## src/sv/vsp_pkg.sv

```systemverilog
`timescale 1ns / 1ps
// ---------------------------------------------------------------------------
// vsp_pkg: shared types and constants
// Widths, register indexes, interpolation tables and controller types.
// ---------------------------------------------------------------------------
package vsp_pkg;

  localparam int STORED_POINTS = 35;
  localparam int TABLE_POINTS_DEF = 35;
  localparam int IDX_W = 6;

  localparam logic [1:0] REG_SEA_REF   = 2'd0;
  localparam logic [1:0] REG_RESP      = 2'd1;
  localparam logic [1:0] REG_MAX_DRIFT = 2'd2;

  localparam logic [16:0] SEA_REF_RST   = 17'd122552;
  localparam logic [15:0] RESP_RST      = 16'd1280;
  localparam logic [15:0] MAX_DRIFT_RST = 16'd3355;

  localparam logic [27:0] K_Q16 = 28'd193511811;
  localparam logic signed [19:0] SPEED_MAX = 20'sd524287;
  localparam logic signed [19:0] SPEED_MIN = -20'sd524288;

  function automatic logic [16:0] alt_x(input logic [IDX_W-1:0] i);
    logic [16:0] v;
    case (i)
      6'd0: v = 17'd0;       6'd1: v = 17'd12493;   6'd2: v = 17'd24003;
      6'd3: v = 17'd34447;   6'd4: v = 17'd43991;   6'd5: v = 17'd52716;
      6'd6: v = 17'd60539;   6'd7: v = 17'd67789;   6'd8: v = 17'd74260;
      6'd9: v = 17'd80364;   6'd10: v = 17'd85279;  6'd11: v = 17'd89948;
      6'd12: v = 17'd94249;  6'd13: v = 17'd97935;  6'd14: v = 17'd101212;
      6'd15: v = 17'd104038; 6'd16: v = 17'd106496; 6'd17: v = 17'd108585;
      6'd18: v = 17'd110428; 6'd19: v = 17'd112026; 6'd20: v = 17'd113377;
      6'd21: v = 17'd114606; 6'd22: v = 17'd115671; 6'd23: v = 17'd116531;
      6'd24: v = 17'd117268; 6'd25: v = 17'd118006; 6'd26: v = 17'd118620;
      6'd27: v = 17'd119112; 6'd28: v = 17'd119603; 6'd29: v = 17'd119972;
      6'd30: v = 17'd120340; 6'd31: v = 17'd120586; 6'd32: v = 17'd120832;
      6'd33: v = 17'd121078; default: v = 17'd121324;
    endcase
    return v;
  endfunction

  function automatic logic [20:0] alt_y(input logic [IDX_W-1:0] i);
    logic [20:0] v;
    case (i)
      6'd0: v = 21'd0;       6'd1: v = 21'd47244;   6'd2: v = 21'd94488;
      6'd3: v = 21'd141732;  6'd4: v = 21'd188976;  6'd5: v = 21'd236220;
      6'd6: v = 21'd283465;  6'd7: v = 21'd330709;  6'd8: v = 21'd377953;
      6'd9: v = 21'd425197;  6'd10: v = 21'd472441; 6'd11: v = 21'd519685;
      6'd12: v = 21'd566929; 6'd13: v = 21'd614173; 6'd14: v = 21'd661417;
      6'd15: v = 21'd708661; 6'd16: v = 21'd755906; 6'd17: v = 21'd803150;
      6'd18: v = 21'd850394; 6'd19: v = 21'd897638; 6'd20: v = 21'd944882;
      6'd21: v = 21'd992126; 6'd22: v = 21'd1039370; 6'd23: v = 21'd1086614;
      6'd24: v = 21'd1133858; 6'd25: v = 21'd1181102; 6'd26: v = 21'd1228346;
      6'd27: v = 21'd1275591; 6'd28: v = 21'd1322835; 6'd29: v = 21'd1370079;
      6'd30: v = 21'd1417323; 6'd31: v = 21'd1464567; 6'd32: v = 21'd1511811;
      6'd33: v = 21'd1559055; default: v = 21'd1606299;
    endcase
    return v;
  endfunction

  function automatic logic [17:0] slope_y(input logic [IDX_W-1:0] i);
    logic [17:0] v;
    case (i)
      6'd0: v = 18'd218235;  6'd1: v = 18'd199885;  6'd2: v = 18'd184156;
      6'd3: v = 18'd167117;  6'd4: v = 18'd152699;  6'd5: v = 18'd139592;
      6'd6: v = 18'd125174;  6'd7: v = 18'd115999;  6'd8: v = 18'd103547;
      6'd9: v = 18'd97649;   6'd10: v = 18'd78643;  6'd11: v = 18'd74711;
      6'd12: v = 18'd68813;  6'd13: v = 18'd58982;  6'd14: v = 18'd52429;
      6'd15: v = 18'd45220;  6'd16: v = 18'd39322;  6'd17: v = 18'd33423;
      6'd18: v = 18'd29491;  6'd19: v = 18'd25559;  6'd20: v = 18'd21627;
      6'd21: v = 18'd19661;  6'd22: v = 18'd17039;  6'd23: v = 18'd13763;
      6'd24: v = 18'd11796;  6'd25: v = 18'd11796;  6'd26: v = 18'd9830;
      6'd27: v = 18'd7864;   6'd28: v = 18'd7864;   6'd29: v = 18'd5898;
      6'd30: v = 18'd5898;   6'd31: v = 18'd3932;   6'd32: v = 18'd3932;
      6'd33: v = 18'd3932;   default: v = 18'd3932;
    endcase
    return v;
  endfunction

  typedef enum logic [14:0] {
    ST_IDLE   = 15'b000000000000001,
    ST_DT     = 15'b000000000000010,
    ST_DRIFT  = 15'b000000000000100,
    ST_ASRCH  = 15'b000000000001000,
    ST_AMUL   = 15'b000000000010000,
    ST_ADIV   = 15'b000000000100000,
    ST_SSRCH  = 15'b000000001000000,
    ST_SMUL   = 15'b000000010000000,
    ST_SDIV   = 15'b000000100000000,
    ST_VDIV   = 15'b000001000000000,
    ST_FDIF   = 15'b000010000000000,
    ST_FINC   = 15'b000100000000000,
    ST_FILT   = 15'b001000000000000,
    ST_FPM    = 15'b010000000000000,
    ST_OUT    = 15'b100000000000000
  } vsp_state_t;

  // controller -> datapath
  typedef struct packed {
    logic load;      // capture input beat
    logic do_dt;
    logic do_drift;
    logic srch_init; // start segment search
    logic srch_step;
    logic srch_sel;  // 0 altitude, 1 slope
    logic do_mul;    // interpolation product
    logic div_start;
    logic div_sel;   // 0 interpolation, 1 speed
    logic div_step;
    logic do_filt_mul;
    logic do_filt;
    logic do_fpm;
    logic commit;
  } vsp_cmd_t;

  // datapath -> controller
  typedef struct packed {
    logic srch_done;
    logic div_done;
    logic drift_ok;
  } vsp_sts_t;

endpackage

```

## src/sv/vsp_ctrl.sv

```systemverilog
`timescale 1ns / 1ps
// ---------------------------------------------------------------------------
// vsp_ctrl: sequencing state machine
// Steps one tick through dt, drift check, lookups, divides, filter and fpm.
// ---------------------------------------------------------------------------
module vsp_ctrl (
  input  logic              clk,
  input  logic              rst_n,
  input  logic              in_valid,
  input  logic              in_ignore,
  output logic              in_ready,
  output logic              out_valid,
  input  logic              out_ready,
  output vsp_pkg::vsp_cmd_t cmd,
  input  vsp_pkg::vsp_sts_t sts
);
  import vsp_pkg::*;

  vsp_state_t state_r, state_nxt;
  logic       ovalid_r, ovalid_nxt;

  // new tick only once the previous result left
  assign in_ready  = (state_r == ST_IDLE) && !ovalid_r;
  assign out_valid = ovalid_r;

  always_comb begin
    state_nxt  = state_r;
    ovalid_nxt = ovalid_r && !out_ready;
    cmd        = '0;
    case (state_r)
      ST_IDLE: begin
        if (in_valid && in_ready && !in_ignore) begin
          cmd.load  = 1'b1;
          state_nxt = ST_DT;
        end
      end
      ST_DT: begin
        cmd.do_dt = 1'b1;
        state_nxt = ST_DRIFT;
      end
      ST_DRIFT: begin
        cmd.do_drift = 1'b1;
        state_nxt    = ST_ASRCH;
      end
      ST_ASRCH: begin
        if (!sts.drift_ok) begin
          state_nxt = ST_FPM;
        end else begin
          cmd.srch_init = 1'b1;
          state_nxt     = ST_AMUL;
        end
      end
      ST_AMUL: begin
        if (sts.srch_done) begin
          cmd.do_mul = 1'b1;
          state_nxt  = ST_ADIV;
        end else begin
          cmd.srch_step = 1'b1;
        end
      end
      ST_ADIV: begin
        cmd.div_step = 1'b1;
        if (sts.div_done) begin
          state_nxt = ST_SSRCH;
        end
      end
      ST_SSRCH: begin
        cmd.srch_init = 1'b1;
        cmd.srch_sel  = 1'b1;
        state_nxt     = ST_SMUL;
      end
      ST_SMUL: begin
        cmd.srch_sel = 1'b1;
        if (sts.srch_done) begin
          cmd.do_mul = 1'b1;
          state_nxt  = ST_SDIV;
        end else begin
          cmd.srch_step = 1'b1;
        end
      end
      ST_SDIV: begin
        cmd.srch_sel = 1'b1;
        cmd.div_step = 1'b1;
        if (sts.div_done) begin
          cmd.div_start = 1'b1;
          cmd.div_sel   = 1'b1;
          state_nxt     = ST_VDIV;
        end
      end
      ST_VDIV: begin
        cmd.div_sel  = 1'b1;
        cmd.div_step = 1'b1;
        if (sts.div_done) begin
          cmd.do_filt_mul = 1'b1;
          state_nxt       = ST_FDIF;
        end
      end
      // filter difference, then increment product, settle in the datapath
      ST_FDIF: begin
        state_nxt = ST_FINC;
      end
      ST_FINC: begin
        state_nxt = ST_FILT;
      end
      ST_FILT: begin
        cmd.do_filt = 1'b1;
        state_nxt   = ST_FPM;
      end
      ST_FPM: begin
        cmd.do_fpm = 1'b1;
        state_nxt  = ST_OUT;
      end
      ST_OUT: begin
        cmd.commit = 1'b1;
        ovalid_nxt = 1'b1;
        state_nxt  = ST_IDLE;
      end
      default: state_nxt = ST_IDLE;
    endcase
  end

  always_ff @(posedge clk) begin
    if (!rst_n) begin
      state_r  <= ST_IDLE;
      ovalid_r <= 1'b0;
    end else begin
      state_r  <= state_nxt;
      ovalid_r <= ovalid_nxt;
    end
  end

  a_no_load_while_busy: assert property (@(posedge clk) disable iff (!rst_n)
    cmd.load |-> !ovalid_r) else $error("load with pending result");
  a_out_follows_commit: assert property (@(posedge clk) disable iff (!rst_n)
    cmd.commit |=> ovalid_r) else $error("commit lost");
  a_out_hold: assert property (@(posedge clk) disable iff (!rst_n)
    (ovalid_r && !out_ready) |=> ovalid_r) else $error("result dropped");
  a_idle_on_out: assert property (@(posedge clk) disable iff (!rst_n)
    ovalid_r |-> (state_r == ST_IDLE)) else $error("busy with result out");

endmodule

```

## config.mk

```make
export PLATFORM = sky130hd
export DESIGN_NAME = vsp_ctrl
export DESIGN_NICKNAME = d
export VERILOG_FILES = /design/src/sv/vsp_pkg.sv /design/src/sv/vsp_ctrl.sv
export SDC_FILE = /design/constraint.sdc
export NUM_CORES = 1
export LEC_CHECK = 0
export BUFFER_PORTS_ARGS = -buffer_cell sky130_fd_sc_hd__buf_2
export CORE_UTILIZATION = 41
export DETAILED_ROUTE_END_ITERATION = 6
export GPL_TIMING_DRIVEN = 1
export PLACE_DENSITY = 0.67
export SYNTH_ARGS = -nofsm -noshare
export SYNTH_HDL_FRONTEND = slang
export SYNTH_SLANG_ARGS = --single-unit
```

## constraint.sdc

```tcl
create_clock -name clk -period 2.7 [get_ports clk]
set_input_delay 0.54 -clock clk [delete_from_list [all_inputs] [get_ports clk]]
set_output_delay 0.54 -clock clk [all_outputs]
set_load 0.01 [all_outputs]
```

==> results of run 1 <==
-- worst max-delay path: stages (launching register included) --
cell and delay [ns]:
dfxtp_1 0.40, nor4_4 0.44, buf_4 0.21, nand2_1 0.08
nor2_1 0.27, and4b_1 0.27, buf_2 0.14
-- through the flow --
step / area (sq um) / hold WS, ns / setup WS, ns
floorplan: 1020 / 0.504 / 0.442
global placement: 1190 / 0.532 / 0.419
detailed placement: 1190 / 0.538 / 0.332
CTS: 1220 / 0.520 / 0.0877
global route: 1220 / 0.516 / 0.0169
finish: 1220 / 0.512 / 0.0578
-- layout by cell type (no fill, tap or decap), types with 2 or more instances in the layout --
cell	netlist	final
buf_4	1	7
nor4b_1	6	6
nor3b_1	4	4
nor3_1	6	6
buf_2	2	23
inv_1	4	4
nand2_1	11	11
nor2_1	14	14
clkbuf_4	0	3
nor4_4	3	3
o21ai_0	5	5
nor2b_1	2	2
a32oi_1	2	2
nor4_1	4	3
and3_1	4	4
xor2_1	4	4
nand4_1	4	4
dfxtp_1	16	16
nand3_1	4	4
xnor2_1	2	2
a21oi_1	6	6
or3_1	2	2
-- kinds of logic after synthesis --
group / count (synthesis) / share of synthesized area, %
AND/OR/NAND/NOR: 71 / 44.9
buffers and inverters: 9 / 3.94
XOR/XNOR: 6 / 5.17
flip-flops: 16 / 31.5
AO/OA/AOI/OAI: 22 / 14.5
-- timing repair --
action                     4_1_cts  5_1_grt
pin swaps                        0        1
setup endpoints to repair        1        4
setup buffers                    0        1
gates resized for setup          1        0
-- final timing paths --
check                           cells past startpoint  slack, ns         from     endpoint
worst max-delay path                                6       0.06   state_r[8]       cmd[0]
worst min-delay path                                3       0.51       sts[0]   state_r[4]
worst max register to register                      6       0.51   state_r[8]   state_r[8]
worst min register to register                      2       0.57  state_r[10]  state_r[11]
-- layout make-up --
class	instances	area, sq um	share of cell area [%]
clock buffers	3	22.5	1.84
inverters	4	15.0	1.23
multi-input cells	99	663	54.2
flip-flops and latches	16	320	26.2
well taps	28	35.0	2.86
repair buffers	30	168	13.7
-- power by group --
group	switching [mW]	leakage (nW)	internal, mW	total, mW
Combinational	0.102	0.398	0.0708	0.172
Clock	0.0828	0.0138	0.0520	0.135
Sequential	0.0123	0.129	0.243	0.255
Total	0.197	0.541	0.366	0.563
-- sequential cells by signal, summed over array words and instances (netlist names) --
name,flops
out_valid,1
state_r,15
-- per-layer routing --
layer | up-vias | track usage [%]
met3 | 11 | 3.80
met4 | 0 | 9.01
li1 | 523 | -
met2 | 32 | 34.2
met5 | - | 0
met1 | 497 | 28.9
==> flow_metrics.tcl, run 1 <==
set metrics [dict create \
    setup_tns_ns 0 \
    clk_path_buf_depth 2 \
    drive_above_1_share_pct 25.7 \
    worstPathArrival_ns 2.10 \
    die_w_um 51.8 \
    clkTransAtPathRegs_ns 0.10 \
    synth.area.top_cells "dfxtp_1 (31%), nor4_4 (6.3%), nor2_1 (5.2%)" \
    tightest_slew_ns 0.639 \
    cts-htree-levels 1 \
    synth-seq-cells 16 \
    top_layer_used "met4" \
    setup_viol 0 \
    yosysMostFrequentCell "dfxtp_1" \
    period_share_pct 97.9 \
    synthFlopType "dfxtp_1" \
    wl_per_cell_um 15.1 \
    synth_cell_types 38 \
    met3_wirelength_um 114 \
    relSlewSlack_pct 56.8 \
    rsz0062_at_grt "no" \
    timing.fmax_mhz 378 \
    ioPinCount 24 \
    die_area_sq_um 2680 \
    cp_max_fo 6 \
    syn_to_final_growth_pct 20.3 \
    cts_num_sinks 16 \
    required_ns 2.16 \
    grt_max_degree 10 \
    via_per_inst 5.91 \
    synth_seq_area_share_pct 31.5 \
    port_buffers 23 \
    cts_hold_repair.buffers 0 \
    cts_root_buffer "clkbuf_4" \
    diodes 0 \
    hold_viol 0 \
    path_class "flop to output pin" \
    synth-edff-count 0 \
    yosysTopAreaCellShare_pct 31.5 \
    cts_tree "done" \
    yosys_warnings 0 \
    syn_area_sq_um 1020 \
    insertion_delay_ns 0.30 \
    instances_no_fill 180 \
    syn_inst 124 \
    fin_crit_ns 2.64 \
    finalClockSkew_ns 0.00651 \
    synth.largest_area_cell "dfxtp_1" \
    vdd_drop_max_v 0.000328 \
    hp-class "input pin to flop" \
    synthArstFlopShare_pct 0 \
    drc 0 \
    drt_iter0_drc 31 \
    grt_pass1_wl_um 4270 \
    cts_buffers 3 \
    cp-start-kind "flop" \
    drv_slew 0 \
    gr-total-overflow 0 \
    dp_cells 176 \
    grt_pass1_vias 947 \
    postSynthAreaPerCell_sq_um 8.20 \
    hpwl_um 1970 \
    grt_use_total_pct 21.6 \
    drt_wl_total_um 2730 \
    initial_core_util_pct 44.7 \
    outcome "finished, final reports clean" \
    fin_nets 162 \
    core_area_sq_um 2280 \
    drt_pass1_iterations 4 \
    vias 1063 \
    met2WireLength_um 1300 \
    powerDensity_nw_per_um2 460 \
    finalPower_mw 0.563 \
    rows 17 \
    wl_met1_um 1270 \
    p_leak_nw 0.541 \
    gp_congestion 0.906 \
    dieHeight_um 51.8 \
    yosys-top-cells-count "dfxtp_1 (16), nor2_1 (14), nand2_1 (11)" \
    drv_cap 0 \
    antenna_left 0 \
    antenna_found_initial 0 \
    endpoint_kind "output pin" \
    fill_cells 217 \
    fin_util_pct 53.8 \
    syn_nets 132 \
]
No activity file was read; power rests on OpenSTA's default activity.
==> run 2, diff against run 1 <==
--- a/config.mk
+++ b/config.mk
@@ -6,10 +6,10 @@
 export NUM_CORES = 1
 export LEC_CHECK = 0
 export BUFFER_PORTS_ARGS = -buffer_cell sky130_fd_sc_hd__buf_2
-export CORE_UTILIZATION = 41
+export CORE_UTILIZATION = 52
 export DETAILED_ROUTE_END_ITERATION = 6
 export GPL_TIMING_DRIVEN = 1
-export PLACE_DENSITY = 0.67
+export PLACE_DENSITY = 0.81
 export SYNTH_ARGS = -nofsm -noshare
 export SYNTH_HDL_FRONTEND = slang
 export SYNTH_SLANG_ARGS = --single-unit
==> constraint.sdc (replaced) <==
create_clock -name clk -period 2.45 [get_ports clk]
set_input_delay 0.49 -clock clk [delete_from_list [all_inputs] [get_ports clk]]
set_output_delay 0.49 -clock clk [all_outputs]
set_load 0.01 [all_outputs]
==> flow_metrics.tcl, run 2 (synthesis gave the netlist of run 1 again) <==
set metrics [dict create \
    outcome "finished, violations left" \
    violations "setup timing" \
    core_area_sq_um 1780 \
    ioPinCount 24 \
    grt_use_total_pct 27.9 \
    worstPathArrival_ns 2.03 \
    dieHeight_um 46.2 \
    min_from "sts[0]" \
    insertion_delay_ns 0.29 \
    fin_util_pct 77.3 \
    port_buffers 23 \
    r2r_cells 8 \
    cts_buffers 3 \
    drive_above_1_share_pct 40.6 \
    p_leak_nw 0.612 \
    setup_viol 2 \
    timing.fmax_mhz 397 \
    largest_register "state_r" \
    r2r_start "state_r[11]" \
    cts_num_sinks 16 \
    drt_wl_total_um 3430 \
    cts_tree "done" \
    drt_iter0_drc 93 \
    endpoint_kind "output pin" \
    fin_crit_ns 2.52 \
    min_to "state_r[4]" \
    clk_path_buf_depth 2 \
    layout_common_cells "buf_2 (22), buf_4 (19), nor2_1 (12)" \
    powerDensity_nw_per_um2 491 \
    rsz0062_at_grt "yes" \
    diodes 0 \
    gp_congestion 0.946 \
    rows 15 \
    grt_pass1_wl_um 4260 \
    cp-start-kind "flop" \
    drv_slew 0 \
    cts-htree-levels 1 \
    fin_nets 174 \
    final_common_cell "buf_2" \
    antenna_left 0 \
    grt_max_degree 10 \
    largest_reg_flops 15 \
    setup_ws_ns -0.0710 \
    period_share_pct 103 \
    vias 1232 \
    cp-startpoint "state_r[5]" \
    hp-class "input pin to flop" \
    syn_to_final_growth_pct 35.4 \
    vdd_drop_max_v 0.000471 \
    drc 0 \
    antenna_found_initial 0 \
    path_class "flop to output pin" \
    initial_core_util_pct 57.1 \
    cp_max_fo 6 \
    die_area_sq_um 2140 \
    wl_per_cell_um 18.0 \
    required_ns 1.96 \
    fill_cells 130 \
    finalClockSkew_ns 0.00285 \
    relSlewSlack_pct 45.1 \
    seq_area_sq_um 337 \
    drt_pass1_iterations 5 \
    drv_cap 0 \
    gr-total-overflow 0 \
    tightest_slew_ns 0.813 \
    place_ws_ns 0.213 \
    r2r_end "state_r[0]" \
    hold_viol 0 \
    via_per_inst 6.48 \
    clkTransAtPathRegs_ns 0.10 \
    holdPathStages 3 \
    cts_root_buffer "clkbuf_4" \
    hpwl_um 2020 \
    ff2ff_setup_slack_ns 0.05 \
    grt_pass1_vias 973 \
    multi_input_area_sq_um 694 \
    die_w_um 46.2 \
    finalPower_mw 0.677 \
]
## run 2: where the power goes
group	switching, mW	leakage [nW]	internal (mW)
clock	0.0886	0.0210	0.0904
combinational	0.126	0.457	0.0922
sequential	0.0147	0.134	0.265
## run 2: through the flow
stage | setup TNS (ns) | hold WS [ns] | cells | instance area (sq um)
global placement | 0 | 0.527 | 173 | 1180
CTS | 0 | 0.478 | 181 | 1260
finish | -0.132 | 0.485 | 190 | 1380
detailed placement | 0 | 0.546 | 173 | 1180
floorplan | 0 | 0.504 | 124 | 1020
global route | -0.702 | 0.492 | 190 | 1380
## run 2: worst max-delay path, cell delays in order (launching register included)
cell and delay, ns:
dfxtp_4 0.37, nor4_4 0.45, nand2_1 0.16, nor4_2 0.23
buf_4 0.18, a21boi_2 0.18, buf_2 0.17
## run 2: cell type report
type / count / share of cell area (%)
multi-input combinational: 99 / 50.4
inverter: 4 / 1.09
clock buffer: 4 / 2.63
timing repair buffer: 42 / 19.2
tap: 25 / 2.27
sequential: 16 / 24.4
## run 2: timing repair
action | CTS | global route
buffers inserted | 4 | 9
pin swaps | 2 | 12
resized for setup | 4 | 19
endpoints found under the setup margin | 5 | 9
hold buffers | 0 | 0
## run 2: how the worst max path moves through the flow
stage	to	slack (ns)	cells after the start
2_1_floorplan	cmd[5]	0.24	5
3_3_place_gp	cmd[0]	0.27	5
3_5_place_dp	cmd[0]	0.21	5
4_1_cts	cmd[5]	0.004	6
5_1_grt	cmd[5]	-0.19	6
6_report	cmd[5]	-0.07	6
## run 2: per-layer routing
metal	up-vias	routed length, um	GRT usage, %
met5	-	0	0
met4	0	133	8.82
met3	18	306	5.10
met2	98	1700	45.6
met1	568	1290	36.8
li1	548	-	-
==> run 3, diff against run 2 <==
--- a/config.mk
+++ b/config.mk
@@ -6,10 +6,11 @@
 export NUM_CORES = 1
 export LEC_CHECK = 0
 export BUFFER_PORTS_ARGS = -buffer_cell sky130_fd_sc_hd__buf_2
-export CORE_UTILIZATION = 52
+export CORE_ASPECT_RATIO = 1.2
+export CORE_UTILIZATION = 56
 export DETAILED_ROUTE_END_ITERATION = 6
 export GPL_TIMING_DRIVEN = 1
-export PLACE_DENSITY = 0.81
+export PLACE_DENSITY = 0.86
 export SYNTH_ARGS = -nofsm -noshare
 export SYNTH_HDL_FRONTEND = slang
 export SYNTH_SLANG_ARGS = --single-unit
==> constraint.sdc (replaced) <==
create_clock -name clk -period 3 [get_ports clk]
set_input_delay 0.6 -clock clk [delete_from_list [all_inputs] [get_ports clk]]
set_output_delay 0.6 -clock clk [all_outputs]
set_load 0.01 [all_outputs]
==> flow_metrics.tcl, run 3 (synthesis gave the netlist of run 1 again) <==
set metrics [dict create \
    cts_buffers 3 \
    layout_common_cells "buf_2 (23), dfxtp_1 (16), nor2_1 (14)" \
    vdd_drop_max_v 0.000394 \
    clkTransAtPathRegs_ns 0.11 \
    setup_viol 0 \
    tightest_slew_ns 0.659 \
    clk_path_buf_depth 2 \
    largest_reg_flops 15 \
    insertion_delay_ns 0.31 \
    timing.fmax_mhz 362 \
    setup_ws_ns 0.235 \
    port_buffers 23 \
    initial_core_util_pct 61.2 \
    endpoint_kind "output pin" \
    drt_wl_total_um 2530 \
    drv_slew 0 \
    hold_viol 0 \
    cts_resized 0 \
    drt_pass1_iterations 4 \
    fin_util_pct 71.9 \
    place_ws_ns 0.537 \
    cts_hold_repair.buffers 0 \
    finalClockSkew_ns 0.00757 \
    die_area_sq_um 1990 \
    outcome "finished, final reports clean" \
    drc 0 \
    fill_cells 137 \
    rsz0062_at_grt "no" \
    cts_num_sinks 16 \
    setup_tns_ns 0 \
    diodes 0 \
    wl_per_cell_um 15.1 \
    via_per_inst 6.40 \
    dieHeight_um 48.7 \
    core_area_sq_um 1660 \
    drt_iter0_drc 54 \
    ioPinCount 24 \
    relSlewSlack_pct 55.5 \
    period_share_pct 92.2 \
    path_class "flop to output pin" \
    cts_root_buffer "clkbuf_4" \
    die_w_um 40.9 \
    instances_no_fill 167 \
    final_common_cell "buf_2" \
    drive_above_1_share_pct 24.2 \
    cp_max_fo 7 \
    cts_tree "done" \
    dp_cells 163 \
    grt_pass1_vias 966 \
    vias 1068 \
    post_cts_buffers 0 \
    hpwl_um 1920 \
    fin_crit_ns 2.77 \
    gr-total-overflow 0 \
    antenna_found_initial 0 \
    fin_nets 158 \
    cp-start-kind "flop" \
    rows 16 \
    required_ns 2.40 \
    largest_register "state_r" \
    powerDensity_nw_per_um2 436 \
    grt_pass1_wl_um 4100 \
    drv_cap 0 \
    syn_to_final_growth_pct 17.5 \
    p_leak_nw 0.530 \
    antenna_left 0 \
    grt_max_degree 10 \
    cts-htree-levels 1 \
    hp-class "flop to flop" \
    grt_use_total_pct 28.7 \
    worstPathArrival_ns 2.17 \
    gp_congestion 0.849 \
]
## run 3: cell types whose count changed in the layout (fill, tap and decap cells not counted), sizes merged
cell / previous run / this run
buf: 42 / 26
## run 3: final timing paths
path	startpoint	end	slack, ns	cells past startpoint
max	state_r[5]	cmd[10]	0.23	6
min	state_r[10]	state_r[11]	0.56	2
min reg2reg	state_r[10]	state_r[11]	0.56	2
max reg2reg	state_r[5]	state_r[8]	0.82	5
## run 3: routing by layer
metal	up-vias	wire length [um]	GRT usage (%)
li1	519	-	-
met1	496	1060	37.1
met2	47	1280	44.3
met3	6	135	5.96
met4	0	55	11.1
met5	-	0	0
## run 3: metrics by stage
| stage | total power, mW | hold WS, ns | cell area [sq um] |
|---|---|---|---|
| detailed placement | 0.369 | 0.531 | 1150 |
| global placement | 0.365 | 0.527 | 1150 |
| global route | 0.545 | 0.593 | 1190 |
| floorplan | 0.324 | 0.504 | 1020 |
| CTS | 0.515 | 0.546 | 1190 |
| finish | 0.520 | 0.556 | 1190 |
## run 3: critical path, stage by stage, from the launching register on
cell	delay, ns
dfxtp_1	0.41
nor4_4	0.53
nand4_1	0.18
nor3b_1	0.37
nand2_1	0.13
o21ai_0	0.08
buf_2	0.15
## run 3: layout make-up
| class | count | area, sq um | share of cell area (%) |
|---|---|---|---|
| Tap cell | 18 | 22.5 | 1.88 |
| Sequential cell | 16 | 320 | 26.8 |
| Multi-Input combinational cell | 99 | 663 | 55.5 |
| Clock buffer | 4 | 36.3 | 3.04 |
| Inverter | 4 | 15.0 | 1.26 |
| Timing Repair Buffer | 26 | 138 | 11.5 |
## run 3: where the power goes
group	internal, mW	total, mW	switching (mW)
Clock	0.0742	0.153	0.0787
Combinational	0.0523	0.137	0.0851
Sequential	0.219	0.230	0.0113
Total	0.345	0.520	0.175
